<file path="src/hw/rtl/assert_macros.svh">
// ----------------------------------------------------------------------------
// assert_macros
// Assertion macros shared by the queue RTL.
// Define NO_ASSERTIONS to compile all checks out.
// ----------------------------------------------------------------------------
`ifndef ASSERT_MACROS_SVH
`define ASSERT_MACROS_SVH
`ifndef NO_ASSERTIONS
`define DQ_ASSERT_CLK(label, clk, rst, prop, msg) \
   label: assert property (@(posedge clk) disable iff (rst) prop) else $error(msg);
`define DQ_ASSERT(label, prop, msg) \
   `DQ_ASSERT_CLK(label, clock, reset, prop, msg)
`else
`define DQ_ASSERT_CLK(label, clk, rst, prop, msg)
`define DQ_ASSERT(label, prop, msg)
`endif
`endif

</file>
<file path="src/hw/rtl/dq_pkg.sv">
`timescale 1ns / 1ps
// ----------------------------------------------------------------------------
// dq_pkg
// Shared sizes, codes and controller/datapath interface types of the queue.
// ----------------------------------------------------------------------------
package dq_pkg;

   localparam int DEPTH      = 64;
   localparam int DATA_WIDTH = 32;
   localparam int SLOT_W     = $clog2(DEPTH);
   localparam int COUNT_W    = 7;
   localparam int INDEX_W    = 7;
   localparam int OPCODE_W   = 3;
   localparam int STATUS_W   = 2;

   typedef enum logic [OPCODE_W-1:0] {
      OP_PUSH_BACK  = 3'd0,
      OP_PUSH_FRONT = 3'd1,
      OP_POP_BACK   = 3'd2,
      OP_POP_FRONT  = 3'd3,
      OP_READ       = 3'd4,
      OP_WRITE      = 3'd5,
      OP_INSERT     = 3'd6,
      OP_ERASE      = 3'd7
   } dq_op_type;

   typedef enum logic [STATUS_W-1:0] {
      ST_OK    = 2'd0,
      ST_FULL  = 2'd1,
      ST_EMPTY = 2'd2,
      ST_RANGE = 2'd3
   } dq_status_type;

   // controller -> datapath
   typedef struct packed {
      logic load_req;   // capture the accepted request
      logic wr_target;  // write request data at the target slot
      logic rd_target;  // read the target slot
      logic ptr_load;   // start a shift walk
      logic shift_rd;   // read the neighbor of the walk pointer
      logic shift_wr;   // write it at the walk pointer and step
      logic finish;     // commit head/count and load the response
   } dq_cmd_type;

   // datapath -> controller
   typedef struct packed {
      dq_op_type op;
      logic      err;        // request fails its full/empty/range check
      logic      shift_more; // walk has another element to move
      logic      out_free;   // response register can take a new response
   } dq_stat_type;

endpackage

</file>
<file path="src/hw/rtl/dq_datapath.sv">
`timescale 1ns / 1ps
// ----------------------------------------------------------------------------
// dq_datapath
// Ring storage, head/count registers, shift walk pointer and response register.
// ----------------------------------------------------------------------------
`include "assert_macros.svh"
module dq_datapath
   import dq_pkg::*;
(
   input  logic                  clock,
   input  logic                  reset,
   input  dq_cmd_type            cmd,
   output dq_stat_type           stat,
   input  logic [OPCODE_W-1:0]   req_opcode,
   input  logic [INDEX_W-1:0]    req_index,
   input  logic [DATA_WIDTH-1:0] req_data_in,
   output logic                  rsp_valid,
   input  logic                  rsp_ready,
   output logic [DATA_WIDTH-1:0] rsp_data_out,
   output logic [STATUS_W-1:0]   rsp_status,
   output logic [COUNT_W-1:0]    rsp_count
);

   logic [DATA_WIDTH-1:0] mem [DEPTH];
   logic [DATA_WIDTH-1:0] rdata_ff;

   dq_op_type             op_ff;
   logic [INDEX_W-1:0]    idx_ff;
   logic [DATA_WIDTH-1:0] din_ff;
   logic [SLOT_W-1:0]     head_ff, head_in;
   logic [COUNT_W-1:0]    count_ff, count_in;
   logic [COUNT_W-1:0]    ptr_ff, ptr_in;

   logic                  rsp_valid_ff;
   logic [DATA_WIDTH-1:0] rsp_data_ff;
   dq_status_type         rsp_status_ff;
   logic [COUNT_W-1:0]    rsp_count_ff;

   dq_status_type         st;
   logic                  full, empty, idx_lt_count, is_insert;
   logic [SLOT_W-1:0]     target_slot, walk_slot, nbr_slot;
   logic [SLOT_W-1:0]     wr_addr, rd_addr;
   logic [DATA_WIDTH-1:0] wr_data;
   logic                  we, re;
   logic [DATA_WIDTH-1:0] data_res;

   function automatic logic [SLOT_W-1:0] slot_of(input logic [SLOT_W-1:0] head,
                                                 input logic [COUNT_W-1:0] pos);
      return head + pos[SLOT_W-1:0];
   endfunction

   assign full         = (count_ff == COUNT_W'(DEPTH));
   assign empty        = (count_ff == '0);
   assign idx_lt_count = (idx_ff < count_ff);
   assign is_insert    = (op_ff == OP_INSERT);

   always_comb begin
      st = ST_OK;
      unique case (op_ff)
         OP_PUSH_BACK, OP_PUSH_FRONT: begin
            if (full) st = ST_FULL;
         end
         OP_POP_BACK, OP_POP_FRONT: begin
            if (empty) st = ST_EMPTY;
         end
         OP_READ, OP_WRITE: begin
            if (!idx_lt_count) st = ST_RANGE;
         end
         OP_INSERT: begin
            priority if (full)               st = ST_FULL;
            else if (idx_ff > count_ff)      st = ST_RANGE;
            else                             st = ST_OK;
         end
         OP_ERASE: begin
            priority if (empty)              st = ST_EMPTY;
            else if (!idx_lt_count)          st = ST_RANGE;
            else                             st = ST_OK;
         end
         default: st = ST_OK;
      endcase
   end

   always_comb begin
      unique case (op_ff)
         OP_PUSH_BACK:  target_slot = slot_of(head_ff, count_ff);
         OP_PUSH_FRONT: target_slot = head_ff - SLOT_W'(1);
         OP_POP_BACK:   target_slot = slot_of(head_ff, count_ff - COUNT_W'(1));
         OP_POP_FRONT:  target_slot = head_ff;
         default:       target_slot = slot_of(head_ff, idx_ff);
      endcase
   end

   // insert walks from the back down, erase from the index up
   assign walk_slot = slot_of(head_ff, ptr_ff);
   assign nbr_slot  = is_insert ? slot_of(head_ff, ptr_ff - COUNT_W'(1))
                                : slot_of(head_ff, ptr_ff + COUNT_W'(1));

   assign we      = cmd.wr_target | cmd.shift_wr;
   assign wr_addr = cmd.shift_wr ? walk_slot : target_slot;
   assign wr_data = cmd.shift_wr ? rdata_ff : din_ff;
   assign re      = cmd.rd_target | cmd.shift_rd;
   assign rd_addr = cmd.shift_rd ? nbr_slot : target_slot;

   always_ff @(posedge clock) begin
      if (we) begin
         mem[wr_addr] <= wr_data;
      end
   end

   always_ff @(posedge clock) begin
      if (re) begin
         rdata_ff <= mem[rd_addr];
      end
   end

   always_ff @(posedge clock) begin
      if (cmd.load_req) begin
         op_ff  <= dq_op_type'(req_opcode);
         idx_ff <= req_index;
         din_ff <= req_data_in;
      end
   end

   always_comb begin
      ptr_in = ptr_ff;
      if (cmd.ptr_load) begin
         ptr_in = is_insert ? count_ff : idx_ff;
      end else if (cmd.shift_wr) begin
         ptr_in = is_insert ? ptr_ff - COUNT_W'(1) : ptr_ff + COUNT_W'(1);
      end
   end

   always_ff @(posedge clock) begin
      ptr_ff <= ptr_in;
   end

   always_comb begin
      head_in  = head_ff;
      count_in = count_ff;
      if (cmd.finish && st == ST_OK) begin
         unique case (op_ff)
            OP_PUSH_BACK, OP_INSERT: count_in = count_ff + COUNT_W'(1);
            OP_PUSH_FRONT: begin
               count_in = count_ff + COUNT_W'(1);
               head_in  = head_ff - SLOT_W'(1);
            end
            OP_POP_BACK, OP_ERASE: count_in = count_ff - COUNT_W'(1);
            OP_POP_FRONT: begin
               count_in = count_ff - COUNT_W'(1);
               head_in  = head_ff + SLOT_W'(1);
            end
            default: count_in = count_ff;
         endcase
      end
   end

   always_ff @(posedge clock) begin
      if (reset) begin
         head_ff  <= '0;
         count_ff <= '0;
      end else begin
         head_ff  <= head_in;
         count_ff <= count_in;
      end
   end

   always_comb begin
      data_res = '0;
      if (st == ST_OK && (op_ff == OP_POP_BACK || op_ff == OP_POP_FRONT ||
                          op_ff == OP_READ)) begin
         data_res = rdata_ff;
      end
   end

   always_ff @(posedge clock) begin
      if (reset) begin
         rsp_valid_ff <= 1'b0;
      end else if (cmd.finish) begin
         rsp_valid_ff <= 1'b1;
      end else if (rsp_ready) begin
         rsp_valid_ff <= 1'b0;
      end
   end

   always_ff @(posedge clock) begin
      if (cmd.finish) begin
         rsp_data_ff   <= data_res;
         rsp_status_ff <= st;
         rsp_count_ff  <= count_in;
      end
   end

   assign stat.op         = op_ff;
   assign stat.err        = (st != ST_OK);
   assign stat.shift_more = is_insert ? (ptr_ff > idx_ff)
                                      : ((ptr_ff + COUNT_W'(1)) < count_ff);
   assign stat.out_free   = !rsp_valid_ff || rsp_ready;

   assign rsp_valid    = rsp_valid_ff;
   assign rsp_data_out = rsp_data_ff;
   assign rsp_status   = rsp_status_ff;
   assign rsp_count    = rsp_count_ff;

   `DQ_ASSERT(a_count_bound, count_ff <= COUNT_W'(DEPTH), "element count beyond capacity")
   `DQ_ASSERT(a_rsp_count, cmd.finish |=> rsp_count_ff == count_ff, "response count stale")
   `DQ_ASSERT(a_one_writer, !(cmd.wr_target && cmd.shift_wr), "two storage writes at once")

endmodule

</file>
<file path="src/hw/rtl/dq_ctrl.sv">
`timescale 1ns / 1ps
// ----------------------------------------------------------------------------
// dq_ctrl
// Sequencer: decode, single access, shift walk for insert/erase, insert placement, finish.
// ----------------------------------------------------------------------------
`include "assert_macros.svh"
module dq_ctrl
   import dq_pkg::*;
(
   input  logic        clock,
   input  logic        reset,
   input  logic        req_valid,
   output logic        req_ready,
   input  dq_stat_type stat,
   output dq_cmd_type  cmd
);

   typedef enum logic [5:0] {
      S_IDLE     = 6'b000001,
      S_DECODE   = 6'b000010,
      S_SHIFT_RD = 6'b000100,
      S_SHIFT_WR = 6'b001000,
      S_PLACE    = 6'b010000,
      S_FINISH   = 6'b100000
   } dq_state_type;

   dq_state_type state_ff, state_in;

   assign req_ready = (state_ff == S_IDLE);

   always_comb begin
      state_in = state_ff;
      cmd      = '0;
      unique case (state_ff)
         S_IDLE: begin
            if (req_valid) begin
               cmd.load_req = 1'b1;
               state_in     = S_DECODE;
            end
         end
         S_DECODE: begin
            if (stat.err) begin
               state_in = S_FINISH;
            end else begin
               unique case (stat.op)
                  OP_PUSH_BACK, OP_PUSH_FRONT, OP_WRITE: begin
                     cmd.wr_target = 1'b1;
                     state_in      = S_FINISH;
                  end
                  OP_POP_BACK, OP_POP_FRONT, OP_READ: begin
                     cmd.rd_target = 1'b1;
                     state_in      = S_FINISH;
                  end
                  default: begin
                     cmd.ptr_load = 1'b1;
                     state_in     = S_SHIFT_RD;
                  end
               endcase
            end
         end
         S_SHIFT_RD: begin
            priority if (stat.shift_more) begin
               cmd.shift_rd = 1'b1;
               state_in     = S_SHIFT_WR;
            end else if (stat.op == OP_INSERT) begin
               state_in = S_PLACE;
            end else begin
               state_in = S_FINISH;
            end
         end
         S_SHIFT_WR: begin
            cmd.shift_wr = 1'b1;
            state_in     = S_SHIFT_RD;
         end
         S_PLACE: begin
            cmd.wr_target = 1'b1;
            state_in      = S_FINISH;
         end
         S_FINISH: begin
            if (stat.out_free) begin
               cmd.finish = 1'b1;
               state_in   = S_IDLE;
            end
         end
         default: state_in = S_IDLE;
      endcase
   end

   always_ff @(posedge clock) begin
      if (reset) begin
         state_ff <= S_IDLE;
      end else begin
         state_ff <= state_in;
      end
   end

   `DQ_ASSERT(a_finish_free, cmd.finish |-> stat.out_free, "response overwritten")
   `DQ_ASSERT(a_wr_after_rd, cmd.shift_wr |-> $past(cmd.shift_rd), "shift write without read")
   `DQ_ASSERT(a_walk_ok, cmd.ptr_load |-> !stat.err, "shift walk on a failed request")

endmodule

</file>
<file path="src/hw/rtl/double_ended_queue.sv">
`timescale 1ns / 1ps
// ----------------------------------------------------------------------------
// double_ended_queue
// Fixed-capacity double-ended queue of 64 x 32-bit elements in a ring buffer.
// ----------------------------------------------------------------------------
// One request in, one response out. Every request carries an opcode (push
// back/front, pop back/front, read, write, insert and erase at an index from
// the front) and yields one response with the read or popped data (zero
// otherwise), a status (ok, full, empty, index out of range) and the element
// count after the operation. A failed request changes nothing. Requests are
// handled one at a time by a sequencer over a single-write, single-read
// storage array with registered read data. Insert and erase move elements
// one at a time, each with one storage read followed by one storage write.
// A finished response sits in an output register, so the next request is
// accepted while it waits to be taken; the sequencer holds its final step
// only if the previous response is still there.
// ----------------------------------------------------------------------------
module double_ended_queue
   import dq_pkg::*;
(
   input  logic        clock,
   input  logic        reset,
   // request: opcode [2:0], index [9:3], data_in [41:10], zero pad [47:42]
   input  logic        req_tvalid,
   output logic        req_tready,
   input  logic [47:0] req_tdata,
   // response: data_out [31:0], status [33:32], count [40:34], zero pad [47:41]
   output logic        rsp_tvalid,
   input  logic        rsp_tready,
   output logic [47:0] rsp_tdata
);

   dq_cmd_type            cmd;
   dq_stat_type           stat;
   logic [DATA_WIDTH-1:0] rsp_data_out;
   logic [STATUS_W-1:0]   rsp_status;
   logic [COUNT_W-1:0]    rsp_count;

   // sequence each request through decode, access, walk and finish
   dq_ctrl u_ctrl (
      .clock     (clock),
      .reset     (reset),
      .req_valid (req_tvalid),
      .req_ready (req_tready),
      .stat      (stat),
      .cmd       (cmd)
   );

   // hold storage, head/count and the response register
   dq_datapath u_datapath (
      .clock        (clock),
      .reset        (reset),
      .cmd          (cmd),
      .stat         (stat),
      .req_opcode   (req_tdata[2:0]),
      .req_index    (req_tdata[9:3]),
      .req_data_in  (req_tdata[41:10]),
      .rsp_valid    (rsp_tvalid),
      .rsp_ready    (rsp_tready),
      .rsp_data_out (rsp_data_out),
      .rsp_status   (rsp_status),
      .rsp_count    (rsp_count)
   );

   // pack the response, pad to whole bytes
   assign rsp_tdata = {7'b0, rsp_count, rsp_status, rsp_data_out};

endmodule

</file>
<file path="config.mk">
export PLATFORM = sky130hd
export DESIGN_NAME = double_ended_queue
export DESIGN_NICKNAME = d
export VERILOG_FILES = /design/src/hw/rtl/dq_pkg.sv /design/src/hw/rtl/dq_datapath.sv /design/src/hw/rtl/dq_ctrl.sv /design/src/hw/rtl/double_ended_queue.sv
export VERILOG_INCLUDE_DIRS = /design/src /design/src/hw/rtl
export SDC_FILE = /design/constraint.sdc
export NUM_CORES = 2
export LEC_CHECK = 0
export BUFFER_PORTS_ARGS = -buffer_cell sky130_fd_sc_hd__buf_2
export CAP_MARGIN = 20
export CORE_ASPECT_RATIO = 0.75
export CORE_MARGIN = 2
export CORE_UTILIZATION = 54
export CTS_BUF_LIST = sky130_fd_sc_hd__clkbuf_8 sky130_fd_sc_hd__clkbuf_16
export DETAILED_ROUTE_END_ITERATION = 8
export GPL_TIMING_DRIVEN = 0
export PLACE_DENSITY = 0.7
export SLEW_MARGIN = 10
export SYNTH_ARGS = -nofsm -noshare
export SYNTH_HDL_FRONTEND = slang
export SYNTH_SLANG_ARGS = --single-unit
</file>
<file path="constraint.sdc">
create_clock -name clock -period 6.25 [get_ports clock]
set_clock_uncertainty 0.1 [all_clocks]
set_input_delay 0.3125 -clock clock [delete_from_list [all_inputs] [get_ports clock]]
set_output_delay 0.3125 -clock clock [all_outputs]
set_load 0.05 [all_outputs]
</file>
* After elaboration in Yosys (flattened, before gate mapping)
Memories as Yosys holds them, arrays and structs flattened. A register that Yosys moved wholly into a read port is not among the register bits.
Index checks and enable logic that the tools add are counted.
** Storage, ports and cells
- Register bits after elaboration :: 110
- Memory bits (writable) :: 2048
- Input bits :: 52
- Output and inout bits :: 50
- Logic and storage cells :: 113
- Memories :: 1
** Cells by class
- Add/sub/neg operators :: 12
- Order comparisons :: 4
- Equality and inequality tests :: 16
- Multiplexer cells :: 44
- Bitwise operators :: 2
- Reductions and logical operators :: 23
** Memories
- u_datapath.mem :: words 64, width 32, rd ports 1, clocked after memory_dff 1, wr ports 1, RTL line dq_datapath.sv:24 : logic [DATA_WIDTH-1:0] mem [DEPTH];
** Operator list (number)
- two-way mux 6 bit :: 9
- adder 6 bit :: 6
- case mux 6 bit (6 select lines) :: 1
- two-way mux 7 bit :: 5
- two-way mux 32 bit :: 1
- case mux 6 bit (4 select lines) :: 1
- two-way mux 1 bit :: 16
- adder 7 x 1 -> 7 bit (second input constant) :: 2
- > comparator 7 bit :: 2
- less-than comparator 7 bit :: 2
- case mux 7 bit (2 select lines) :: 1
- subtractor 7 x 1 -> 7 bit (second input constant) :: 2
- == test 3 bit (second input constant) :: 4
- two-way mux 2 bit :: 6
- case mux 6 bit (2 select lines) :: 1
- OR reduction 3 bit :: 4
- case mux 2 bit (5 select lines) :: 1
- nonzero test 2 bit :: 4
- == test 7 bit (second input constant) :: 1
- zero test 7 bit :: 1
- adder 6 x 1 -> 6 bit (second input constant) :: 1
- == test 3 x 2 -> 1 bit (second input constant) :: 2
- == test 6 x 1 -> 1 bit (second input constant) :: 1
- == test 6 x 2 -> 1 bit (second input constant) :: 1
- other kinds (18) :: 26

* Depth between registers and ports, before layout
- Depth after elaboration :: 10
- Gate-level depth with buffers :: 21
- Mapped depth without buffers :: 17

* Cells and area by module
A second synthesis with hierarchy kept.
** Unflattened totals
- Cells, all modules :: 5706
- Area, all modules :: 86899.6 µm²
** Modules (own cells, without submodules)
- dq_datapath :: times used 1, cells an instance 5650, area each 86436.6 µm², seq. area each 65442.8 µm²
- dq_ctrl :: times used 1, cells an instance 48, area each 406.6 µm², seq. area each 120.1 µm²
- double_ended_queue :: times used 1, cells an instance 8, area each 56.3 µm², seq. area each 0.0 µm²

* Worst setup path before layout
No wires, ideal clock.
- Kind :: register -> register
- Start :: reg u_datapath.count_ff[0]
- End :: mem u_datapath.mem[63][0], enable pin
- Arrival time :: 5.162 ns
- Path slack :: 0.566 ns
- Cell stages (with the launch flop) :: 18
- Buffers on the path :: 2
- Path through :: dfxtp_1 buf_2 inv_1 ha_1 or3b_2 or2_2 xnor2_1 o21ai_0 ha_1 nor2b_1 a221oi_1 o311ai_0 mux2i_1 a22oi_1 a21oi_1 or3_1 clkbuf_1 nor2_1
** On the way
- Word-level cells in the longest chain between the ends :: 10
- Elaborated cells on any way between the ends :: 22
- Those cells by class :: add/sub (3); order compare (2); eq/ne (1); mux (13); bitwise (1); reduce/logical (2)
** Ends and longest elaborated chain
- start: declaration :: RTL line dq_datapath.sv:31 : logic [COUNT_W-1:0] count_ff, count_in;
- start signal: assignment :: RTL line dq_datapath.sv:163 : count_ff <= count_in;
- less-than comparator 7 bit or > comparator 7 bit (tied branches) :: RTL line dq_datapath.sv:54, dq_datapath.sv:71
- two-way mux 2 bit, on equally long branches :: RTL line dq_datapath.sv:67, dq_datapath.sv:76, dq_datapath.sv:71
- two-way mux 2 bit, on equally long branches :: RTL line dq_datapath.sv:75, dq_datapath.sv:70
- case mux 2 bit (5 select lines) :: RTL line dq_datapath.sv:59 : unique case (op_ff)
- nonzero test 2 bit :: RTL line dq_datapath.sv:194 : assign stat.err = (st != ST_OK);
- two-way mux 3 bit :: RTL line dq_ctrl.sv:42 : if (stat.err) begin
- case mux 1 bit (2 select lines) :: RTL line dq_ctrl.sv:34 : unique case (state_ff)
- bitwise OR 1 bit :: RTL line dq_datapath.sv:98 : assign we = cmd.wr_target | cmd.shift_wr;
- two-way mux 1 bit :: RTL line dq_datapath.sv:105 : if (we) begin
- two-way mux 1 bit (implied by the code) :: RTL line dq_datapath.sv:106 : mem[wr_addr] <= wr_data;
- end: declaration :: RTL line dq_datapath.sv:24
Several ways; a longest one is shown, not always the timed one.

* Final worst setup path
- Start :: reg u_datapath.ptr_ff[2]
- End :: reg u_datapath.rdata_ff[27] (read register of u_datapath.mem) (data pin)
** On the way
- Word-level cells in the longest chain between the ends :: 6
- Elaborated cells on any way between the ends :: 12
- Those cells by class :: add/sub (4); order compare (2); mux (5); bitwise (1)
** Ends and longest elaborated chain
- start: declaration :: RTL line dq_datapath.sv:32 : logic [COUNT_W-1:0] ptr_ff, ptr_in;
- start signal: assignment :: RTL line dq_datapath.sv:134 : ptr_ff <= ptr_in;
- adder 7 x 1 -> 7 bit :: RTL line dq_datapath.sv:96 : : slot_of(head_ff, ptr_ff + COUNT_W'(1));
- less-than comparator 7 bit :: RTL line dq_datapath.sv:196 : : ((ptr_ff + COUNT_W'(1)) < count_ff);
- two-way mux 1 bit :: RTL line dq_datapath.sv:195 : assign stat.shift_more = is_insert ? (ptr_ff > idx_ff)
- two-way mux 1 bit :: RTL line dq_ctrl.sv:62 : priority if (stat.shift_more) begin
- two-way mux 1 bit :: RTL line dq_ctrl.sv:34
- two-way mux 6 bit or bitwise OR 1 bit (tied branches) :: RTL line dq_datapath.sv:102, dq_datapath.sv:101
- end: declaration :: RTL line dq_datapath.sv:25 : logic [DATA_WIDTH-1:0] rdata_ff;
Several ways; a longest one is shown, not always the timed one.
A chain may end at the register's enable or synchronous reset.

==> impl_metrics.toml <==
[place]
gp_congestion = 1.01
portBuffers = 87
dp_slack_ns = -1.12
dp_hpwl_mm = 216
placed_cells = 8518

[routing]
drt-initial-drc-count = 12557
ant_nets = 0
wl_mm = 313
avgViaCountPerCell = 6.71
drt_pass1_iterations = 9
wl_met2_mm = 123
vias = 60305
top_layer = "met5"
drc_errors = 2
met3_length_mm = 59.7
wl_per_cell_microns = 34.8
met1_length_mm = 115

[grt]
track_usage_pct = 37.0
antenna_found_initial = 40
grt_pass1_wl_mm = 428
grt_pass1_vias = 54770
gr-total-overflow = 0
grt_max_degree = 65

[sta]
rsz0062_at_grt = "yes"
drv_slew = 0
tightest_slew_ns = 1.22
setup_ws_ns = -0.0440
setup_violations = 3
fmax_mhz = 159
final-hold-violation-count = 0
relSlewSlack_pct = 18.8
fin_crit_ns = 6.29
fin_crit_sh_pct = 101

[status]
outcome = "complete, but fails checks"
violations = "DRC, setup timing"

[worst_setup_path]
cp.arrival_ns = 6.82
worstPathRequired_ns = 6.78
endpoint_kind = "register"
worst-path-max-fanout = 10
crit_type = "reg -> reg"
crit_path_start_kind = "register"

[logic_synthesis]
synth_area_sq_mm = 0.0880
synth_top_cells_by_count = "2,170 x edfxtp_1, 1,394 x nand2_1, 388 x a21oi_1, 294 x nand3_1, 242 x mux2i_1"
synth_edf_count = 2170
syn-instance-count = 6180
synth_top_family_by_area = "simple AND/OR/NAND/NOR gates"
synth_compound_area_share_pct = 7.83
synth.most_common_cell = "edfxtp_1"
synth_xor_area_share_pct = 0.444
synth.top_cell.area_share_pct = 74.1
yosysTopAreaCell = "edfxtp_1"
ys.flop_type = "edfxtp_1"
ys_top_cells_by_area = "edfxtp_1 74%, nand2_1 5.9%, mux2i_1 2.8%"
async_flop_share_pct = 0
synth_cell_types = 91
avgSynthCellArea_sq_um = 14.2
yosysSeqAreaShare_pct = 74.5
synthSimpleGateAreaFrac_pct = 10.6
synthMuxAreaShare_pct = 3.44
synthAdderAreaFrac_pct = 0.666
synth_seq_cells = 2190
ys_warn_count = 0

[floorplan]
die_x_microns = 470
initial_core_util_pct = 54.3
ioPinCount = 102
coreArea_sq_mm = 0.162
num_rows = 128
die_area_sq_mm = 0.166
dieHeight_microns = 354

[final_layout]
fill_cells = 11719
final_core_util_pct = 62.7
final_cells = 8989
nets = 6754
syn2layout_area_growth_pct = 15.5
drive_gt1_share_pct = 14.5

[clocking]
cts.clk_slew.worst_paths_ns = 0.07
worst_skew_pair.late_latency_ns = 0.87
cts_root_buffer = "clkbuf_16"
clock_sinks = 2190
cts.path.max_buffers = 3
numCtsBuffers = 200
cts_tree = "yes"
htree_levels = 4

[power_and_ir_drop]
power_density_mw_per_mm2 = 329
p_leak_uw = 0.0349
peakVddDrop_mv = 0.301

[flow_run]
cap_violations = 0

[hold_path]
hold_path.class = "in -> reg"
[registers in the layout, indices dropped and copies added, names as in the netlist, 3 cells and up]
register,cells
u_datapath.rsp_data_out,32
u_datapath.count_ff,7
u_datapath.ptr_ff,7
u_ctrl.state_ff,6
u_datapath.op_ff,3
u_datapath.rdata_ff,32
u_datapath.rsp_count,7
u_datapath.head_ff,6
u_datapath.din_ff,32
u_datapath.idx_ff,7
u_datapath.mem,2048
[power by group]
group	internal [uW]	leakage (uW)	switching, uW
Combinational	1280	0.0120	4000
Clock	6290	0.00326	5560
Sequential	16300	0.0197	21.9
Total	23900	0.0349	9590
[routing by layer]
metal  global-route usage [%]  vias to the layer above
met3                     17.4                      769
met5                     1.15                        -
li1                         -                    24393
met2                     48.3                     5402
met1                     53.0                    29717
met4                     15.1                       24
[repair_timing]
item | CTS | global route
endpoints found under the hold margin | 61 | 0
pin swaps | 21 | 13
gates cloned | 1 | 0
gates resized for setup | 98 | 119
setup endpoints to repair | 1589 | 968
setup buffers | 29 | 7
hold buffers | 45 | 0
[stage by stage]
stage	setup TNS, ns	area (sq um)	hold WS, ns	total power [uW]
after floorplan	0	88000	0.311	19000
after global placement	-3967.57	91100	0.389	21200
after detailed placement	-270.91	93700	0.391	21400
after CTS	-0.00213	101000	0.0117	33000
after global routing	-0.544	102000	0.0503	34000
final	-0.0770	102000	0.0533	33500
[layout make-up]
class                      count  area, sq um  area share (%)
timing repair buffer         274         3440            3.39
antenna                       24         60.1          0.0591
tap                         2145         2680            2.64
clock inverter               163         1190            1.17
sequential                  2190        65600            64.6
clock buffer                 202         5040            4.97
multi-input combinational   3557        21200            20.9
inverter                      35          131           0.129
buffer                       399         2240            2.21
[cell usage in the layout (no fill, tap or decap), drive strengths merged, types with 26 or more instances in the layout]
cell type | synthesis | layout
ha | 42 | 42
clkbuf | 158 | 372
a31oi | 103 | 103
nor2 | 117 | 118
o21ai | 78 | 78
and3 | 148 | 148
nand2 | 1395 | 1395
mux2 | 50 | 50
dlygate4sd3 | 0 | 45
nand3 | 294 | 294
a211oi | 110 | 110
nor4 | 66 | 66
clkinv | 1 | 84
a21oi | 389 | 389
inv | 34 | 100
a32oi | 51 | 51
mux2i | 243 | 243
edfxtp | 2170 | 2170
a2111oi | 26 | 26
o22ai | 61 | 61
xnor2 | 34 | 34
buf | 247 | 457
o2111ai | 47 | 47
[path summary, 6_finish.rpt]
kind | startpoint | end | slack, ns | cells past startpoint
hold / removal | req_tdata[29] | u_datapath.din_ff[19]$_DFFE_PP_ | 0.05 | 2
setup / recovery | u_datapath.ptr_ff[2]$_DFFE_PP_ | u_datapath.rdata_ff[27]$_DFFE_PP_ | -0.04 | 18
hold reg to reg | u_datapath.rdata_ff[9]$_DFFE_PP_ | u_datapath.rsp_data_out[9]$_SDFFCE_PP0P_ | 0.48 | 1
setup reg to reg | u_datapath.ptr_ff[2]$_DFFE_PP_ | u_datapath.rdata_ff[27]$_DFFE_PP_ | -0.04 | 18
[kinds of logic (layout without fill, tap and decap cells)]
kind of cell / count (synthesis) / count (layout)
AO/OA/AOI/OAI: 1033 / 1033
XOR/XNOR: 43 / 43
adder cells (fa/ha/maj): 45 / 45
buffers and inverters: 440 / 1073
flip-flops: 2190 / 2190
multiplexers: 294 / 294
other: 1 / 31
AND/OR/NAND/NOR: 2134 / 2135
[worst max-delay path, stage by stage, from the launching register on]
cell and delay [ns]:
edfxtp_1 0.51, clkbuf_2 0.25, nand3_1 0.15, or2_2 0.35
xnor2_1 0.14, ha_1 0.31, nand2_1 0.08, o21ai_1 0.32
a211oi_4 0.13, o21ai_4 0.52, clkbuf_2 0.63, clkbuf_1 0.63
nand3_1 0.47, a211oi_1 0.40, a2111oi_0 0.15, buf_1 0.19
nand3b_1 0.11, a21o_1 0.17, o311a_1 0.44
Note: power is estimated with default switching activity, not from simulation.
